[src/sv/soq_pkg.sv]
// soq_pkg: types and constants for the sequence ordered packet queue
// used by sequence_ordered_packet_queue_unit
package soq_pkg;

    typedef enum logic [1:0] {
        OP_APPEND = 2'd0,
        OP_INSERT = 2'd1,
        OP_POP    = 2'd2,
        OP_SETTX  = 2'd3
    } t_opcode;

    typedef enum logic [1:0] {
        ST_DONE  = 2'd0,
        ST_FULL  = 2'd1,
        ST_EMPTY = 2'd2
    } t_status;

    typedef enum logic [2:0] {
        S_IDLE,
        S_SCAN,
        S_SHIFT,
        S_WRITE,
        S_PEEK,
        S_OUT
    } t_state;

    localparam int NUM_BITS = 16;

    // serial compare: a < b when bit 15 of a - b is set
    function automatic logic serial_less(input logic [NUM_BITS-1:0] a,
                                         input logic [NUM_BITS-1:0] b);
        logic [NUM_BITS-1:0] d;
        d = a - b;
        return d[NUM_BITS-1];
    endfunction

endpackage

[src/sv/soq_ram.sv]
// soq_ram: generic single write port ram with one registered read port
// no dependencies
module soq_ram #(
    parameter int WIDTH = 8,
    parameter int DEPTH = 16
) (
    input  logic                     i_clk,
    input  logic                     i_we,
    input  logic [$clog2(DEPTH)-1:0] i_waddr,
    input  logic [WIDTH-1:0]         i_wdata,
    input  logic [$clog2(DEPTH)-1:0] i_raddr,
    output logic [WIDTH-1:0]         o_rdata
);
    logic [WIDTH-1:0] r_mem [DEPTH];

    always_ff @(posedge i_clk) begin
        if (i_we) begin
            r_mem[i_waddr] <= i_wdata;
        end
        o_rdata <= r_mem[i_raddr];
    end
endmodule

[src/sv/sequence_ordered_packet_queue_unit.sv]
// sequence_ordered_packet_queue_unit: bounded queue of packet handles kept
// with packet numbers and transmitted flags; uses soq_pkg and soq_ram
//
// input channel: i_valid/o_ready carry one operation word (append, ordered
// insert, pop head, set head transmitted flag). output channel: o_valid/
// i_ready carry one result word per operation with status and a snapshot of
// head, second and tail entries.
// entries sit in a ram in queue order from the head. a shared sequencer
// walks the ram one entry per cycle: an ordered insert scans from the head
// with one serial comparator, then shifts the tail part up one slot per
// cycle; a pop shifts every entry behind the head down one slot per cycle.
// the single ram read port sets the pace.
// the block takes one operation at a time; o_ready is low from acceptance
// until the result word is taken, and the next word can be taken in the cycle
// after that.
// reset clears the entry count and control state; ram contents need no
// clearing. when the receiver stalls the result holds and no new word is
// taken.
module sequence_ordered_packet_queue_unit
    import soq_pkg::*;
#(
    parameter int QUEUE_DEPTH = 16,
    parameter int HANDLE_BITS = 16
) (
    input  logic        i_clk,
    input  logic        i_rst_n,
    input  logic        i_valid,
    output logic        o_ready,
    input  logic [1:0]  i_opcode,
    input  logic [15:0] i_packet_handle,
    input  logic [15:0] i_packet_number,
    input  logic        i_transmitted_value,
    output logic        o_valid,
    input  logic        i_ready,
    output logic [1:0]  o_status,
    output logic [15:0] o_removed_handle,
    output logic [15:0] o_removed_number,
    output logic [4:0]  o_queue_length,
    output logic        o_head_valid,
    output logic [15:0] o_head_handle,
    output logic [15:0] o_head_number,
    output logic        o_head_transmitted,
    output logic [15:0] o_tail_handle,
    output logic        o_second_valid,
    output logic [15:0] o_second_handle
);
    localparam int AW = $clog2(QUEUE_DEPTH);
    localparam int CW = $clog2(QUEUE_DEPTH + 1);
    localparam int EW = HANDLE_BITS + NUM_BITS + 1;

    t_state r_state, n_state;
    logic [CW-1:0] r_count, n_count;
    logic [CW-1:0] r_idx, n_idx;
    logic [CW-1:0] r_pos, n_pos;
    logic [1:0]    r_phase, n_phase;
    t_opcode       r_op;
    logic [HANDLE_BITS-1:0] r_handle;
    logic [NUM_BITS-1:0]    r_number;
    logic                   r_tval;
    t_status r_status, n_status;
    logic [15:0] r_rem_h, n_rem_h, r_rem_n, n_rem_n;
    logic [15:0] r_hh, n_hh, r_hn, n_hn, r_th, n_th, r_sh, n_sh;
    logic        r_ht, n_ht;
    logic        r_rd_pend, n_rd_pend;

    logic          we;
    logic [AW-1:0] waddr, raddr;
    logic [EW-1:0] wdata, rdata;
    logic [HANDLE_BITS-1:0] rd_h;
    logic [NUM_BITS-1:0]    rd_n;
    logic                   rd_t;

    soq_ram #(.WIDTH(EW), .DEPTH(QUEUE_DEPTH)) u_ram (
        .i_clk  (i_clk),
        .i_we   (we),
        .i_waddr(waddr),
        .i_wdata(wdata),
        .i_raddr(raddr),
        .o_rdata(rdata)
    );

    assign rd_h = rdata[EW-1 -: HANDLE_BITS];
    assign rd_n = rdata[NUM_BITS:1];
    assign rd_t = rdata[0];

    function automatic logic [15:0] hx(input logic [HANDLE_BITS-1:0] h);
        logic [HANDLE_BITS+15:0] w;
        w = {16'd0, h};
        return w[15:0];
    endfunction

    assign o_ready = (r_state == S_IDLE);
    assign o_valid = (r_state == S_OUT);

    always_ff @(posedge i_clk) begin
        if (!i_rst_n) begin
            r_state   <= S_IDLE;
            r_count   <= '0;
            r_rd_pend <= 1'b0;
        end else begin
            r_state   <= n_state;
            r_count   <= n_count;
            r_rd_pend <= n_rd_pend;
        end
        r_idx    <= n_idx;
        r_pos    <= n_pos;
        r_phase  <= n_phase;
        r_status <= n_status;
        r_rem_h  <= n_rem_h;
        r_rem_n  <= n_rem_n;
        r_hh     <= n_hh;
        r_hn     <= n_hn;
        r_ht     <= n_ht;
        r_th     <= n_th;
        r_sh     <= n_sh;
        if (i_valid && o_ready) begin
            r_op     <= t_opcode'(i_opcode);
            r_handle <= i_packet_handle[HANDLE_BITS-1:0];
            r_number <= i_packet_number;
            r_tval   <= i_transmitted_value;
        end
    end

    // next state
    always_comb begin
        n_state = r_state;
        unique case (r_state)
            S_IDLE: begin
                if (i_valid) begin
                    n_state = S_SCAN;
                end
            end
            S_SCAN: begin
                if (r_phase == 2'd3) begin
                    n_state = S_SHIFT;
                end else if (r_phase == 2'd2) begin
                    n_state = S_PEEK;
                end
            end
            S_SHIFT: begin
                if (r_phase == 2'd3) begin
                    n_state = S_WRITE;
                end
            end
            S_WRITE: n_state = S_PEEK;
            S_PEEK: begin
                if (r_phase == 2'd3) begin
                    n_state = S_OUT;
                end
            end
            S_OUT: begin
                if (i_ready) begin
                    n_state = S_IDLE;
                end
            end
            default: n_state = S_IDLE;
        endcase
    end

    // datapath and ram control
    // scan phase codes: 0 start, 1 wait read, 2 done (no shift), 3 go shift
    always_comb begin
        n_count   = r_count;
        n_idx     = r_idx;
        n_pos     = r_pos;
        n_phase   = 2'd0;
        n_status  = r_status;
        n_rem_h   = r_rem_h;
        n_rem_n   = r_rem_n;
        n_hh = r_hh; n_hn = r_hn; n_ht = r_ht; n_th = r_th; n_sh = r_sh;
        n_rd_pend = 1'b0;
        we    = 1'b0;
        waddr = '0;
        wdata = {r_handle, r_number, 1'b0};
        raddr = '0;
        unique case (r_state)
            S_IDLE: begin
                n_status = ST_DONE;
                n_rem_h  = '0;
                n_rem_n  = '0;
                n_idx    = '0;
            end
            S_SCAN: begin
                n_phase = 2'd1;
                priority if (r_phase[1]) begin
                    // done or go shift: the state moves on and no ram write happens this cycle
                    n_phase = 2'd1;
                end else if (r_phase == 2'd0) begin
                    priority if ((r_op == OP_APPEND || r_op == OP_INSERT)
                                 && r_count >= CW'(QUEUE_DEPTH)) begin
                        n_status = ST_FULL;
                        n_phase  = 2'd2;
                    end else if ((r_op == OP_POP || r_op == OP_SETTX)
                                 && r_count == '0) begin
                        n_status = ST_EMPTY;
                        n_phase  = 2'd2;
                    end else if (r_op == OP_APPEND || r_count == '0) begin
                        n_pos   = r_count;
                        n_idx   = r_count;
                        n_phase = 2'd3;
                    end else if (r_op == OP_SETTX) begin
                        raddr   = '0;
                        n_phase = 2'd1;
                    end else if (r_op == OP_POP) begin
                        raddr   = '0;
                        n_idx   = CW'(1);
                        n_phase = 2'd1;
                    end else begin
                        // tail check first
                        raddr   = AW'(r_count - CW'(1));
                        n_idx   = r_count;
                        n_phase = 2'd1;
                    end
                end else if (r_op == OP_SETTX) begin
                    we    = 1'b1;
                    waddr = '0;
                    wdata = {rd_h, rd_n, r_tval};
                    n_phase = 2'd2;
                end else if (r_op == OP_POP) begin
                    // r_idx counts shift progress; head captured first
                    if (r_idx == CW'(1) && !r_rd_pend) begin
                        n_rem_h = hx(rd_h);
                        n_rem_n = rd_n;
                    end else begin
                        we    = 1'b1;
                        waddr = AW'(r_idx - CW'(2));
                        wdata = rdata;
                    end
                    if (r_idx >= r_count) begin
                        n_count = r_count - CW'(1);
                        n_phase = 2'd2;
                    end else begin
                        raddr     = AW'(r_idx);
                        n_idx     = r_idx + CW'(1);
                        n_rd_pend = 1'b1;
                    end
                    if (r_idx == CW'(1) && !r_rd_pend) begin
                        n_idx = (r_idx >= r_count) ? r_idx : r_idx + CW'(1);
                        if (r_idx < r_count) begin
                            // first shift read issued, next cycle writes idx-2
                            n_idx = CW'(2);
                        end
                    end
                end else begin
                    // insert: r_idx == count means tail check result
                    if (r_idx == r_count && !r_rd_pend) begin
                        if (serial_less(rd_n, r_number)) begin
                            n_pos   = r_count;
                            n_idx   = r_count;
                            n_phase = 2'd3;
                        end else begin
                            raddr     = '0;
                            n_idx     = '0;
                            n_rd_pend = 1'b1;
                        end
                    end else if (serial_less(rd_n, r_number)
                                 && r_idx + CW'(1) < r_count) begin
                        raddr     = AW'(r_idx + CW'(1));
                        n_idx     = r_idx + CW'(1);
                        n_rd_pend = 1'b1;
                    end else begin
                        n_pos   = serial_less(rd_n, r_number) ?
                                  r_idx + CW'(1) : r_idx;
                        n_idx   = r_count;
                        n_phase = 2'd3;
                    end
                end
            end
            S_SHIFT: begin
                // move entries [pos, count) up by one, from the top down
                n_phase = 2'd1;
                if (r_rd_pend) begin
                    we    = 1'b1;
                    waddr = AW'(r_idx + CW'(1));
                    wdata = rdata;
                end
                if (r_idx > r_pos) begin
                    raddr     = AW'(r_idx - CW'(1));
                    n_idx     = r_idx - CW'(1);
                    n_rd_pend = 1'b1;
                end else begin
                    n_phase = 2'd3;
                end
            end
            S_WRITE: begin
                we      = 1'b1;
                waddr   = AW'(r_pos);
                n_count = r_count + CW'(1);
                n_idx   = '0;
            end
            S_PEEK: begin
                // read head, second, tail in turn; r_idx tracks which
                n_idx = r_idx + CW'(1);
                unique case (r_idx[1:0])
                    2'd0: raddr = '0;
                    2'd1: begin
                        raddr = (r_count > CW'(1)) ? AW'(1) : '0;
                        n_hh = hx(rd_h); n_hn = rd_n; n_ht = rd_t;
                    end
                    2'd2: begin
                        raddr = AW'(r_count - CW'(1));
                        n_sh  = hx(rd_h);
                    end
                    default: begin
                        n_th = hx(rd_h);
                    end
                endcase
                n_phase = (r_idx[1:0] == 2'd2) ? 2'd3 : 2'd0;
                if (r_count == '0) begin
                    n_hh = '0; n_hn = '0; n_ht = 1'b0; n_th = '0;
                end
                if (r_count < CW'(2)) begin
                    n_sh = '0;
                end
            end
            S_OUT: ;
            default: ;
        endcase
        if (r_state == S_SCAN && n_state == S_PEEK) begin
            n_idx = '0;
        end
    end

    assign o_status           = r_status;
    assign o_removed_handle   = r_rem_h;
    assign o_removed_number   = r_rem_n;
    assign o_queue_length     = 5'(r_count);
    assign o_head_valid       = (r_count != '0);
    assign o_head_handle      = r_hh;
    assign o_head_number      = r_hn;
    assign o_head_transmitted = r_ht;
    assign o_tail_handle      = r_th;
    assign o_second_valid     = (r_count > CW'(1));
    assign o_second_handle    = r_sh;
endmodule
[config.mk]
export PLATFORM = sky130hd
export DESIGN_NAME = sequence_ordered_packet_queue_unit
export DESIGN_NICKNAME = d
export VERILOG_FILES = /design/src/sv/soq_pkg.sv /design/src/sv/soq_ram.sv /design/src/sv/sequence_ordered_packet_queue_unit.sv
export SDC_FILE = /design/constraint.sdc
export NUM_CORES = 1
export LEC_CHECK = 0
export BUFFER_PORTS_ARGS = -buffer_cell sky130_fd_sc_hd__buf_4
export CAP_MARGIN = 10
export CORE_MARGIN = 3
export CORE_UTILIZATION = 38
export DETAILED_ROUTE_END_ITERATION = 6
export SYNTH_ARGS = -nofsm -noshare
export SYNTH_HDL_FRONTEND = slang
export SYNTH_HIERARCHICAL = 1
export SYNTH_SLANG_ARGS = --single-unit
[constraint.sdc]
create_clock -name i_clk -period 8.05 [get_ports i_clk]
set_clock_uncertainty 0.15 [all_clocks]
set_input_delay 1.2075 -clock i_clk [delete_from_list [all_inputs] [get_ports i_clk]]
set_output_delay 1.2075 -clock i_clk [all_outputs]
set_load 0.05 [all_outputs]
==> results.json, run 1 <==
{
  "gr-total-overflow": 0,
  "fill_cells": 6359,
  "cp_max_fo": 38,
  "area_growth_pct": 17.5,
  "tightest_slew_ns": 1.17,
  "drc": 0,
  "max_freq_mhz": 174,
  "syn_nets": 1649,
  "worst_hold_path.num_cells": 1,
  "gp_congestion": 0.898,
  "cap_viol_max_count": 0,
  "netlist-cell-type-count": 77,
  "rows": 100,
  "synth-warning-count": 6,
  "clock-sinks": 716,
  "synth_common_cells": "edfxtp_1 (667), mux4_2 (113), nand2_1 (96), and2_1 (74), a22oi_1 (73)",
  "die_x_um": 281,
  "port_buffers": 146,
  "place_hpwl_mm": 41.1,
  "slew_headroom_pct": 21.2,
  "post-synth-top-area-cell": "edfxtp_1",
  "setup_viol": 0,
  "reg2reg_slack_ns": 2.29,
  "r2r_start": "r_state[0]",
  "cts_buffer_depth": 3,
  "netlist_area_um2": 28700,
  "synth_seq_cells": 716,
  "cts_hold_buf": 0,
  "timing.rr.end": "u_ram/r_mem[11][17]",
  "antenna_found_initial": 2,
  "final_nets": 1835,
  "cts.clk_slew.worst_paths_ns": 0.06,
  "utilization_pct": 45.2,
  "grt_pass1_vias": 15747,
  "htreeDepth": 3,
  "syn_area_per_cell_um2": 18.3,
  "critPathKind": "flip-flop to flip-flop",
  "diodes": 0,
  "grtUsageMet2_pct": 30.1,
  "ctsResizeCount": 0,
  "drive_above_1_share_pct": 26.5,
  "firstDrtPassIters": 6,
  "cts_tree": "done",
  "use_met1_pct": 23.4,
  "routedWlPerCell_um": 25.3,
  "drt_iter0_drc": 1396,
  "ys.flop_type": "edfxtp_1",
  "status": "finished, final reports clean",
  "hp-start": "u_ram/o_rdata[0]",
  "vias": 15218,
  "die_area_um2": 78800,
  "p_leak_nw": 11.2,
  "arrival_ns": 5.84,
  "cp.required_ns": 8.13,
  "finalCritPeriodShare_pct": 71.5,
  "power.density_nw_per_um2": 290,
  "die-height_um": 281,
  "postRouteAntennaNets": 0,
  "async_flop_share_pct": 0,
  "drt_wl_total_mm": 70.5,
  "stdcell_area_um2": 33700,
  "synthCells": 1570,
  "cts_setup_buffers": 0,
  "insertion_delay_ns": 0.62,
  "cts_buffers": 74,
  "startpoint_type": "flip-flop",
  "cts-root-buf": "clkbuf_16",
  "hp-class": "flip-flop to flip-flop",
  "grt_max_degree": 133,
  "hold_path_end": "o_head_transmitted",
  "io_pins": 147,
  "place_area_um2": 31000,
  "grt_usage_pct": 17.9,
  "met3_usage_pct": 3.23,
  "fin_crit_ns": 5.76,
  "slew_viol_final": 0,
  "core_um2": 74600,
  "yosys.area.top_type_share_pct": 69.8,
  "netlist_top_cells_area": "edfxtp_1 (70%), mux4_2 (8.9%), dfxtp_1 (3.4%), a22oi_1 (1.9%), ha_1 (1.7%)",
  "vias_per_cell": 5.46,
  "synth_most_common_cell": "edfxtp_1",
  "start_util_pct": 38.5,
  "setup_tns_ns": 0,
  "vdd_drop_max_mv": 0.134,
  "endpoint_kind": "flip-flop",
  "ys_seq_area_share_pct": 73.2,
  "ff2ff_path_depth": 8,
  "synth_edf_count": 667,
  "grt_pass1_wl_mm": 103,
  "gr-max-usage-layer": "met2",
  "final-hold-violation-count": 0,
  "rsz0062_at_grt": "no"
}
-- state kept, by name, indices dropped and copies added (netlist names), 2 cells and up --
register	cells
o_removed_number	16
r_pos	5
r_state	3
o_tail_handle	16
u_ram/r_mem	528
o_status	2
r_idx	5
r_op	2
r_number	16
o_head_handle	16
o_second_handle	16
r_handle	16
r_phase	2
o_queue_length	5
o_head_number	16
o_removed_handle	16
u_ram/o_rdata	33
-- cells in the final DEF, fill, tap and decap left out, types with 18 or more instances in the layout --
master,Yosys,final
edfxtp_1,667,667
buf_4,1,189
mux4_2,113,113
nand2_1,96,95
clkbuf_16,0,75
and2_1,74,73
a22oi_1,73,73
dfxtp_1,49,49
ha_1,40,40
nor2_1,48,34
inv_1,32,32
a21oi_1,32,32
o21ai_0,32,28
nor2b_1,28,25
nand3_1,21,21
mux4_1,19,19
mux2_2,18,18
-- power breakdown --
| group | total, mW | internal (mW) | switching (mW) |
|---|---|---|---|
| combinational | 1.55 | 0.489 | 1.06 |
| clock | 3.69 | 2.24 | 1.45 |
| sequential | 4.54 | 4.36 | 0.187 |
-- critical path, cell delays in order, from the launching register on --
cell	delay, ns
dfxtp_1	0.69
nor2b_1	0.35
nor2b_4	0.98
nand2_1	0.25
or3_1	0.53
o21ai_0	0.83
nand2_1	0.49
nor2_4	0.49
buf_4	0.59
-- area by class of cell --
type                       instances  area (µm²)  share of cell area, %
inverter                          33         126                  0.375
timing repair buffer             190        1440                   4.27
clock buffer                      94        2010                   5.96
clock inverter                    43         649                   1.93
sequential                       716       21000                   62.3
tap                              969        1210                   3.60
multi-input combinational        741        7260                   21.5
-- worst max-delay path by stage --
stage,from,end,slack [ns]
global placement,r_idx[0],u_ram/o_rdata[30],2.45
global route,r_idx[0],u_ram/o_rdata[32],1.88
CTS,r_idx[0],u_ram/o_rdata[30],2.32
floorplan,r_state[0],u_ram/r_mem[12][0],3.26
detailed placement,r_idx[0],u_ram/o_rdata[30],2.33
finish,r_state[0],u_ram/r_mem[11][17],2.29
-- routing by layer --
metal	vias to the layer above	part of all wire, %	wire length [µm]
li1	6668	-	-
met1	7899	41	29000
met2	524	50	34900
met3	127	6.4	4530
met4	0	2.9	2040
met5	-	0	0
-- metrics by stage --
step                      power, mW  instances  hold WS, ns  setup slack (ns)
after floorplan                5.60       1570        0.349              3.26
after global placement         6.15       2649        0.382              2.45
after detailed placement       6.18       2649        0.388              2.33
after CTS                      9.87       2786        0.401              2.32
after global routing           10.1       2786        0.424              1.88
final                          9.78       2786        0.393              2.29
-- kinds of logic (layout without fill, tap and decap cells) --
group           Yosys count  after routing  synth area share (%)
flops                   716            716                  73.2
simple gates            326            326                  5.94
xor+xnor                 17             17                 0.519
fa+ha+maj                40             40                  1.74
buf+inv                 113            360                  2.13
compound gates          207            207                  5.08
mux                     151            151                  11.4
No activity file was read; power rests on OpenSTA's default activity.
==> run 2: changes to the inputs <==
==> constraint.sdc (replaced) <==
create_clock -name i_clk -period 4.63 [get_ports i_clk]
set_clock_uncertainty 0.15 [all_clocks]
set_input_delay 0.6945 -clock i_clk [delete_from_list [all_inputs] [get_ports i_clk]]
set_output_delay 0.6945 -clock i_clk [all_outputs]
set_load 0.05 [all_outputs]
==> run 2 against run 1 <==
Maximum frequency rose by 32%. Count of clock-buffer cells in the layout is 9 higher. Worst hold slack got worse by 0.29 ns. Critical path depth is 5 higher. Cell area rose by 1.4%. Clock power grew 59%. Critical path type unchanged. Highest routed layer unchanged.
==> results.json, run 2 (synthesis gave the netlist of run 1 again) <==
{
  "status": "finished, final reports clean",
  "critPathKind": "flip-flop to flip-flop",
  "diodes": 0,
  "cp_slowest_cell": "o31ai_1",
  "startpoint_type": "flip-flop",
  "rows": 100,
  "max_freq_mhz": 229,
  "arrival_ns": 4.71,
  "grt_max_degree": 73,
  "die_x_um": 281,
  "slew_viol_final": 0,
  "largest_register_ffs": 528,
  "die-height_um": 281,
  "area_growth_pct": 19.1,
  "io_pins": 147,
  "drt_wl_total_mm": 73.0,
  "fin_crit_ns": 4.36,
  "power.density_nw_per_um2": 487,
  "reg2reg_slack_ns": 0.27,
  "drive_above_1_share_pct": 29.0,
  "grt_pass1_vias": 16030,
  "port_buffers": 146,
  "gr-total-overflow": 0,
  "grt_usage_pct": 18.6,
  "stdcell_area_um2": 34200,
  "gp_congestion": 0.921,
  "start_util_pct": 38.5,
  "antenna_found_initial": 2,
  "setup_viol": 0,
  "cts_hold_buf": 0,
  "cts-root-buf": "clkbuf_16",
  "drc": 0,
  "drt_iter0_drc": 1320,
  "core_um2": 74600,
  "insertion_delay_ns": 0.62,
  "routedWlPerCell_um": 25.6,
  "endpoint_kind": "flip-flop",
  "place_hpwl_mm": 43.7,
  "final_nets": 1903,
  "largestRegisters": "u_ram/r_mem x528, u_ram/o_rdata x33",
  "cts_buffers": 73,
  "grt_pass1_wl_mm": 108,
  "layout_commonest_cell": "edfxtp_1",
  "vdd_drop_max_mv": 0.226,
  "cp.required_ns": 4.97,
  "rsz0062_at_grt": "no",
  "postRouteAntennaNets": 0,
  "tightest_slew_ns": 1.15,
  "p_leak_nw": 11.4,
  "vias_per_cell": 5.46,
  "firstDrtPassIters": 7,
  "cap_viol_max_count": 0,
  "path_cells": "ha_1 > xor2_1 > ha_1 > o21a_1 > o211ai_1 > nand3_1 > nor4_4 > a221oi_1 > o31ai_1 > nor2b_4 > buf_12 > a22oi_1 > nand2_1",
  "cpPeakStageDelay_ns": 0.66,
  "hp-class": "input pin to flip-flop",
  "cp_max_fo": 20,
  "cts_tree": "done",
  "cp_common_cell": "ha_1",
  "fill_cells": 6313,
  "ctsResizeCount": 0,
  "place_area_um2": 31700,
  "setup_tns_ns": 0,
  "cts.clk_slew.worst_paths_ns": 0.07,
  "clock-sinks": 716,
  "layout_common_cells": "edfxtp_1 (667), buf_4 (242), mux4_2 (113)",
  "finalCritPeriodShare_pct": 94.3,
  "slew_headroom_pct": 23.0,
  "cts_buffer_depth": 3,
  "whs_ns": 0.102,
  "die_area_um2": 78800,
  "final-hold-violation-count": 0,
  "htreeDepth": 3,
  "top_register": "u_ram/r_mem",
  "vias": 15564
}
[run 2: per-stage QoR]
stage | cells | utilization (%) | setup WS (ns) | power [mW]
floorplan | 1570 | - | -0.140 | 9.74
global placement | 2714 | 42.6 | 0.278 | 10.9
detailed placement | 2714 | 42.6 | 0.194 | 10.9
CTS | 2847 | 45.8 | 0.156 | 16.8
global route | 2851 | 45.8 | 0.0448 | 17.3
finish | 2851 | 45.8 | 0.266 | 16.6
[run 2: worst max-delay path, delay by kind of cell (launching register included)]
kind / cells / cell delay [ns]
AOI/OAI and AO/OA: 5 / 1.34
xor gates and xnor gates: 1 / 0.33
adders and majority gates: 2 / 0.71
buffers and inverters: 1 / 0.26
DFF: 1 / 0.48
and+or+nand+nor: 4 / 0.94
[run 2: power by group]
| group | switching (mW) | internal, mW |
|---|---|---|
| clock | 2.43 | 3.43 |
| sequential | 0.264 | 7.57 |
| combinational | 1.95 | 0.985 |
| total | 4.64 | 12.0 |
[run 2: worst paths after layout]
| path | start | end | depth (start not counted) |
|---|---|---|---|
| worst min-delay path | i_packet_number[2] | r_number[2] | 1 |
| worst min register to register | u_ram/o_rdata[6] | o_head_number[5] | 1 |
| worst max-delay path | r_idx[1] | u_ram/o_rdata[13] | 13 |
| worst max register to register | r_idx[1] | u_ram/o_rdata[13] | 13 |
[run 2: what timing repair did]
action	in CTS	in global routing
buffers inserted	0	4
endpoints found under the hold margin	0	0
endpoints found under the setup margin	0	33
[run 2: routing by layer]
metal	routed length [µm]	track usage [%]
met2	35700	30.6
met5	0	0
met4	1340	5.13
met1	31500	25.8
met3	4490	3.07
[run 2: cell type report]
class	count	area [µm²]	share of cell area, %
Clock buffer	103	2070	6.06
Clock inverter	30	329	0.963
Inverter	33	126	0.370
Multi-Input combinational cell	741	7270	21.3
Sequential cell	716	21000	61.5
Tap cell	969	1210	3.55
Timing Repair Buffer	259	2160	6.31
